File: src/rtl/core/date_record_insertion_sorter_assert.svh
// Assertion macros for the date record sorter.
// Each use expands to one labeled concurrent assertion on clk, held off during reset.
`ifndef DATE_RECORD_INSERTION_SORTER_ASSERT_SVH
`define DATE_RECORD_INSERTION_SORTER_ASSERT_SVH

// Same-cycle implication.
`define DRS_ASSERT_SAME(lbl, ante, cons, msg) \
  lbl: assert property (@(posedge clk) disable iff (!rst_n) (ante) |-> (cons)) \
    else $error(msg);

// Next-cycle implication.
`define DRS_ASSERT_NEXT(lbl, ante, cons, msg) \
  lbl: assert property (@(posedge clk) disable iff (!rst_n) (ante) |=> (cons)) \
    else $error(msg);

`endif

File: src/rtl/core/drs_pkg.sv
`default_nettype none
package drs_pkg;

  localparam int CAPACITY_DEF = 32;

  localparam int YEAR_W  = 14;
  localparam int MONTH_W = 4;
  localparam int DAY_W   = 5;
  localparam int TAG_W   = 16;
  localparam int KEY_W   = YEAR_W + MONTH_W + DAY_W;

  typedef struct packed {
    logic [YEAR_W-1:0]  rec_year;
    logic [MONTH_W-1:0] rec_month;
    logic [DAY_W-1:0]   rec_day;
    logic [TAG_W-1:0]   record_tag;
    logic               final_record;
  } in_t;

  typedef struct packed {
    logic [YEAR_W-1:0]  out_year;
    logic [MONTH_W-1:0] out_month;
    logic [DAY_W-1:0]   out_day;
    logic [TAG_W-1:0]   out_tag;
    logic               out_last;
    logic               overflowed;
  } out_t;

  // One stored record.
  typedef struct packed {
    logic [YEAR_W-1:0]  year;
    logic [MONTH_W-1:0] month;
    logic [DAY_W-1:0]   day;
    logic [TAG_W-1:0]   tag;
  } rec_t;

  // What a cell loads at the next edge.
  typedef enum logic [1:0] {
    CELL_HOLD,
    CELL_LOAD_NEW,
    CELL_SHIFT_UP,
    CELL_SHIFT_DOWN
  } cell_op_t;

  typedef struct packed {
    cell_op_t op;
  } cell_ctrl_t;

  function automatic logic [KEY_W-1:0] rec_key(input rec_t r);
    rec_key = {r.year, r.month, r.day};
  endfunction

endpackage
`default_nettype wire

File: src/rtl/core/drs_cell.sv
`default_nettype none
module drs_cell (
  input  wire               clk,
  input  drs_pkg::cell_ctrl_t ctrl,
  input  drs_pkg::rec_t     new_rec,
  input  drs_pkg::rec_t     prev_rec,
  input  drs_pkg::rec_t     next_rec,
  output drs_pkg::rec_t     rec_r,
  output logic              later
);

  drs_pkg::rec_t rec_nxt;

  // Stored date strictly after the incoming one: incoming goes in front of it.
  assign later = drs_pkg::rec_key(rec_r) > drs_pkg::rec_key(new_rec);

  always_comb begin
    case (ctrl.op)
      drs_pkg::CELL_HOLD:       rec_nxt = rec_r;
      drs_pkg::CELL_LOAD_NEW:   rec_nxt = new_rec;
      drs_pkg::CELL_SHIFT_UP:   rec_nxt = prev_rec;
      drs_pkg::CELL_SHIFT_DOWN: rec_nxt = next_rec;
      default:                  rec_nxt = rec_r;
    endcase
  end

  always_ff @(posedge clk) begin
    rec_r <= rec_nxt;
  end

endmodule
`default_nettype wire

File: src/rtl/core/date_record_insertion_sorter.sv
`default_nettype none
// Channel  | Ports                     | Transfer
// ---------+---------------------------+-----------------------------------------
// input    | start, busy, in_data      | rising edge with start high, busy low
// result   | out_strobe, out_data      | every cycle out_strobe is high
//
// A non-final record is taken every cycle while busy is low: the new record
// is broadcast to the row of cells, each compares it with its own entry, and
// the row shifts up and drops it into place at the edge that takes it. A final
// record holds busy high while the row shifts down one cell a cycle toward
// cell 0, which drives the result, until every stored record is out. Reset
// clears the count, overflow flag and state; the cells keep no valid bits,
// occupancy comes from the count. There is no backpressure on results.
module date_record_insertion_sorter #(
  parameter int CAPACITY = drs_pkg::CAPACITY_DEF
) (
  input  wire          clk,
  input  wire          rst_n,
  input  wire          start,
  output logic         busy,
  input  drs_pkg::in_t in_data,
  output logic         out_strobe,
  output drs_pkg::out_t out_data
);

  localparam int CW = $clog2(CAPACITY + 1);

  typedef enum logic {
    ST_IDLE,
    ST_EMIT
  } state_t;

  state_t         state_r;
  state_t         state_nxt;
  logic [CW-1:0]  count_r;
  logic [CW-1:0]  count_nxt;
  logic           ovf_r;
  logic           ovf_nxt;

  logic           accept;
  logic           full;
  logic           insert_en;

  drs_pkg::rec_t      new_rec;
  drs_pkg::rec_t      cell_rec [CAPACITY];
  drs_pkg::cell_ctrl_t cell_ctrl [CAPACITY];
  logic [CAPACITY-1:0] later;
  logic [CAPACITY-1:0] occ;
  logic [CAPACITY-1:0] later_occ;
  logic [CAPACITY-1:0] open_slot;

  assign busy       = (state_r == ST_EMIT);
  assign out_strobe = (state_r == ST_EMIT);
  assign accept     = start & ~busy;
  assign full       = (count_r == CW'(CAPACITY));
  assign insert_en  = accept & ~full;

  assign new_rec.year  = in_data.rec_year;
  assign new_rec.month = in_data.rec_month;
  assign new_rec.day   = in_data.rec_day;
  assign new_rec.tag   = in_data.record_tag;

  // Row of cells. Cell i inserts the new record when it is the first slot that
  // is empty or holds a later date; every later occupied cell passes its entry
  // up by one. Equal dates stay in front, which keeps the order stable.
  for (genvar i = 0; i < CAPACITY; i++) begin : g_cell
    assign occ[i]       = count_r > CW'(i);
    assign later_occ[i] = occ[i] & later[i];
    assign open_slot[i] = later_occ[i] | ~occ[i];

    logic ins_here;
    logic shift_in;
    if (i == 0) begin : g_first
      assign ins_here = open_slot[i];
      assign shift_in = 1'b0;
    end else begin : g_rest
      assign ins_here = open_slot[i] & ~open_slot[i-1];
      assign shift_in = later_occ[i-1];
    end

    always_comb begin
      if (state_r == ST_EMIT) begin
        cell_ctrl[i].op = drs_pkg::CELL_SHIFT_DOWN;
      end else if (insert_en && shift_in) begin
        cell_ctrl[i].op = drs_pkg::CELL_SHIFT_UP;
      end else if (insert_en && ins_here) begin
        cell_ctrl[i].op = drs_pkg::CELL_LOAD_NEW;
      end else begin
        cell_ctrl[i].op = drs_pkg::CELL_HOLD;
      end
    end

    drs_cell u_cell (
      .clk      (clk),
      .ctrl     (cell_ctrl[i]),
      .new_rec  (new_rec),
      .prev_rec ((i == 0) ? new_rec : cell_rec[(i == 0) ? 0 : i-1]),
      .next_rec ((i == CAPACITY-1) ? cell_rec[i] : cell_rec[(i == CAPACITY-1) ? i : i+1]),
      .rec_r    (cell_rec[i]),
      .later    (later[i])
    );
  end

  // Result comes straight off cell 0; the count doubles as the remaining count.
  assign out_data.out_year   = cell_rec[0].year;
  assign out_data.out_month  = cell_rec[0].month;
  assign out_data.out_day    = cell_rec[0].day;
  assign out_data.out_tag    = cell_rec[0].tag;
  assign out_data.out_last   = (count_r == CW'(1));
  assign out_data.overflowed = ovf_r;

  always_comb begin
    state_nxt = state_r;
    count_nxt = count_r;
    ovf_nxt   = ovf_r;
    case (state_r)
      ST_IDLE: begin
        if (accept) begin
          // Drop the record when full and remember it for the whole set.
          if (full) begin
            ovf_nxt = 1'b1;
          end else begin
            count_nxt = count_r + CW'(1);
          end
          if (in_data.final_record) begin
            state_nxt = ST_EMIT;
          end
        end
      end
      ST_EMIT: begin
        if (count_r == CW'(1)) begin
          state_nxt = ST_IDLE;
          count_nxt = '0;
          ovf_nxt   = 1'b0;
        end else begin
          count_nxt = count_r - CW'(1);
        end
      end
      default: begin
        state_nxt = ST_IDLE;
      end
    endcase
  end

  always_ff @(posedge clk) begin
    if (!rst_n) begin
      state_r <= ST_IDLE;
      count_r <= '0;
      ovf_r   <= 1'b0;
    end else begin
      state_r <= state_nxt;
      count_r <= count_nxt;
      ovf_r   <= ovf_nxt;
    end
  end

`include "date_record_insertion_sorter_assert.svh"

  `DRS_ASSERT_SAME(a_emit_nonempty, out_strobe, count_r != '0, "emit with empty store")
  `DRS_ASSERT_NEXT(a_final_emits, accept && in_data.final_record, out_strobe, "final not emitted")
  `DRS_ASSERT_NEXT(a_last_ends, out_strobe && out_data.out_last, !busy && count_r == '0, "run did not end")
  `DRS_ASSERT_SAME(a_count_bound, 1'b1, count_r <= CW'(CAPACITY), "count beyond capacity")

endmodule
`default_nettype wire
File: config.mk
export PLATFORM = sky130hd
export DESIGN_NAME = date_record_insertion_sorter
export DESIGN_NICKNAME = d
export VERILOG_FILES = /design/src/rtl/core/drs_pkg.sv /design/src/rtl/core/drs_cell.sv /design/src/rtl/core/date_record_insertion_sorter.sv
export VERILOG_INCLUDE_DIRS = /design/src /design/src/rtl/core
export SDC_FILE = /design/constraint.sdc
export NUM_CORES = 2
export LEC_CHECK = 0
export BUFFER_PORTS_ARGS = -buffer_cell sky130_fd_sc_hd__buf_2
export CAP_MARGIN = 20
export CORE_MARGIN = 10
export CORE_UTILIZATION = 59
export DETAILED_ROUTE_END_ITERATION = 8
export PLACE_DENSITY = 0.74
export SLEW_MARGIN = 0
export SYNTH_ARGS = -nofsm -noshare
export SYNTH_HDL_FRONTEND = slang
export SYNTH_SLANG_ARGS = --single-unit
File: constraint.sdc
create_clock -name clk -period 15.9 [get_ports clk]
set_input_delay 1.59 -clock clk [delete_from_list [all_inputs] [get_ports clk]]
set_output_delay 1.59 -clock clk [all_outputs]
set_load 0.1 [all_outputs]
==> qor.txt <==
Cells on worst reg2reg path: 12
Fmax: 173 MHz
Post-CTS Setup Bufs: 0
Worst-path fanout max: 42
Chip width: 378 um
CP peak stage delay: 830 ps
Final setup vio count: 0
Initial core utilization: 0.594
DRC Markers: 0
Clock Latency Late Sink: 800 ps
Routed vias/inst: 7.36
Worst endpoint data arrival time: 6180 ps
Type of origin of the critical path: primary input
Relative max-transition margin: 0.180
Worst hold endpoint: g_cell[30].u_cell.rec_r[10]
Die height: 378 um
Number of synthesized flops with an enable pin: 1248
CP top delay family: compound AO/OA/AOI/OAI gates
Core area: 128000 sq um
Via Count: 60000
Cts-stage hold buffer count: 0
CP max-delay cell: nand2_2
Num CTS Buffers: 143
Total iterations of the first detailed-routing run: 7
Comb power frac: 0.220
Post-DR wirelength/cell: 28.1 um
DR iter-0 viols: 7642
Largest cells by area after synthesis: edfxtp_1, ha_1, a221o_1, a22oi_1, a21oi_1
Post-Route WL: 229000 um
Slew Limit Fails: 0
CTS tree: built
Post-synth cell types: 83
Remaining Overflow, GRT: 0
Status: complete, no violations
Hold Path Class: reg -> reg
Sw Share: 0.321
Root Buffer: clkbuf_16
Layout Cells excl Fill: 8154
Post-cts resize count: 0
FF-to-FF End: g_cell[22].u_cell.rec_r[13]
Worst Max-Slew Pin Slew: 1230 ps
P_int: 6.79 mW
Synth top cells by count: edfxtp_1, ha_1, a21oi_1, a22oi_1, a221o_1
Detailed placement HPWL: 163000 um
Antenna violations before repair: 11
Cells after synthesis: 6592
Warnings, synthesis: 0
CTS clk-pin slew, worst paths: 60 ps
Tot GR Track Use: 0.310
Ys async rst share: 0
GP Congestion: 0.962
Fin crit share: 0.363
First-pass GRT wire length: 348000 um
Cell with the most instances after synthesis: edfxtp_1
Pin count of the biggest net entering global routing: 243
Clock buffer depth: 3
Post-synth top flop: edfxtp_1
Pwr/cell area: 122 nW/um^2
CP Capture Type: flop
Critical path buffers and inverters: 3
Worst IR Drop VDD: 0.000130 V
Synth top area share: 0.494
H-tree levels: 4
Final setup TNS: 0 ps
Switching power of the nets: 3.21 mW
Synth Area per Inst: 11.5 sq um
Fin crit period: 5770 ps
# port buffers: 85
Syn Nets: 7376
Part of the power in the clock network: 0.322
Worst hold path startpoint: g_cell[31].u_cell.rec_r[10]
Ports: 86
Kind of critical path: in -> reg
Area grow syn2layout: 8.04%
Number of global-route vias before repair: 58100
Worst hold stages: 1
Reg power frac: 0.457
Area leader, netlist: edfxtp_1
Worst Skew: 25.0 ps
Mapped Area: 75800 sq um
R2r setup slk: 11040 ps
Post-synthesis sequential area ratio: 0.496
Share of layout cells above drive strength 1: 0.0828
Register bit total from synthesis: 1256
WP data required: 16320 ps
Unrepaired setup endpoints after global routing: no
Antenna Nets Post-Route: 0
Nets: 7152
Critical path, cell by cell: buf_2, inv_2, buf_4, ha_1, nand4_1, nor4_1, o221ai_1, a21boi_0, a31o_2, o21ai_0, nand2_2
CTS Sinks: 1256
Num rows: 131
Final hold slack: 543 ps
Placed cells: 7874
Die area: 143000 sq um
P_leak: 30.1 nW
Launching point of the worst reg2reg path: count_r[1]
Final Hold Viols: 0
Max-Cap Viols: 0
-- layout by cell type, fill, tap and decap left out, drive strengths merged, types with 16 or more instances in the layout --
cell type and count:
o21ai 408, nor2b 16, and2 53, nand2 316, ha 741, a21o 231
a221o 483, inv 84, clkinv 57, edfxtp 1248, nand4 125, and4 37
a22oi 518, a21oi 673, buf 217, mux2 19, nor2 167, nor4 19
nor3 39, a211oi 32, nand2b 17, o211ai 25, nand3 94, o21a 34
clkbuf 189, o31ai 272, a221oi 26, a22o 177
-- kinds of logic (layout without fill, tap and decap cells) --
| group | after synthesis | count (layout) | share of synthesized area |
|---|---|---|---|
| AO/OA/AOI/OAI | 2967 | 2967 | 0.279 |
| XOR/XNOR | 2 | 2 | 0.000231 |
| adder cells (fa/ha/maj) | 741 | 741 | 0.122 |
| buffers and inverters | 667 | 557 | 0.0369 |
| flip-flops | 1256 | 1256 | 0.496 |
| multiplexers | 19 | 19 | 0.00282 |
| other | 0 | 10 | 0 |
| AND/OR/NAND/NOR | 940 | 940 | 0.0622 |
-- cell type report --
class,count,area (sq um)
Sequential cell,1256,37600
Antenna cell,10,25.0
Clock buffer,189,3850
Inverter,80,302
Clock inverter,70,601
Multi-Input combinational cell,4669,35800
Tap cell,1662,2080
Fill cell,9657,45800
Timing Repair Buffer,218,1600
-- registers in the layout, indices dropped and copies added, names as in the netlist --
signal               count
g_cell.u_cell.rec_r   1248
ovf_r                    1
busy                     1
count_r                  6
-- worst reg2reg max path, delay by kind of cell, from the launching register on --
kind | cells | cell delay, ps
AO/OA/AOI/OAI | 4 | 1150
buffers and inverters | 4 | 1210
AND/OR/NAND/NOR | 3 | 1510
adder cells (fa/ha/maj) | 1 | 210
flip-flops | 1 | 550
-- how the worst max path moves through the flow --
stage	to	slack, ps	startpoint	depth (start not counted)
2_1_floorplan	g_cell[20].u_cell.rec_r[0]	8290	in_data[38]	11
3_3_place_gp	g_cell[21].u_cell.rec_r[3]	9420	in_data[36]	11
3_5_place_dp	g_cell[21].u_cell.rec_r[3]	9360	in_data[36]	11
4_1_cts	g_cell[21].u_cell.rec_r[25]	10190	in_data[36]	11
5_1_grt	g_cell[21].u_cell.rec_r[25]	10090	in_data[36]	11
6_report	g_cell[21].u_cell.rec_r[2]	10130	in_data[36]	11
-- metrics by stage --
stage / worst slack (ps) / util / power [mW] / cell area [sq um]
final: 10130 / 0.641 / 9.99 / 81900
after global routing: 10090 / 0.641 / 10.4 / 81900
after CTS: 10190 / 0.640 / 9.96 / 81700
after detailed placement: 9360 / 0.605 / 6.76 / 77200
after global placement: 9420 / 0.605 / 6.67 / 77200
after floorplan: 8290 / - / 6.05 / 75800
-- layer usage --
| metal | vias to the layer above | global-route usage | part of all wire |
|---|---|---|---|
| met4 | 0 | 0.184 | 0.061 |
| met1 | 29500 | 0.400 | 0.39 |
| li1 | 26700 | - | - |
| met2 | 3173 | 0.487 | 0.46 |
| met3 | 604 | 0.0555 | 0.088 |
| met5 | - | 0 | 0 |
-- power by group through the flow --
stage / logic [mW] / registers, mW / clock network [mW]
detailed placement: 2.14 / 4.63 / 0
CTS: 2.15 / 4.56 / 3.25
finish: 2.20 / 4.57 / 3.22
floorplan: 1.56 / 4.49 / 0
global placement: 2.05 / 4.61 / 0
global route: 2.39 / 4.61 / 3.37
No activity file was read; power rests on OpenSTA's default activity.
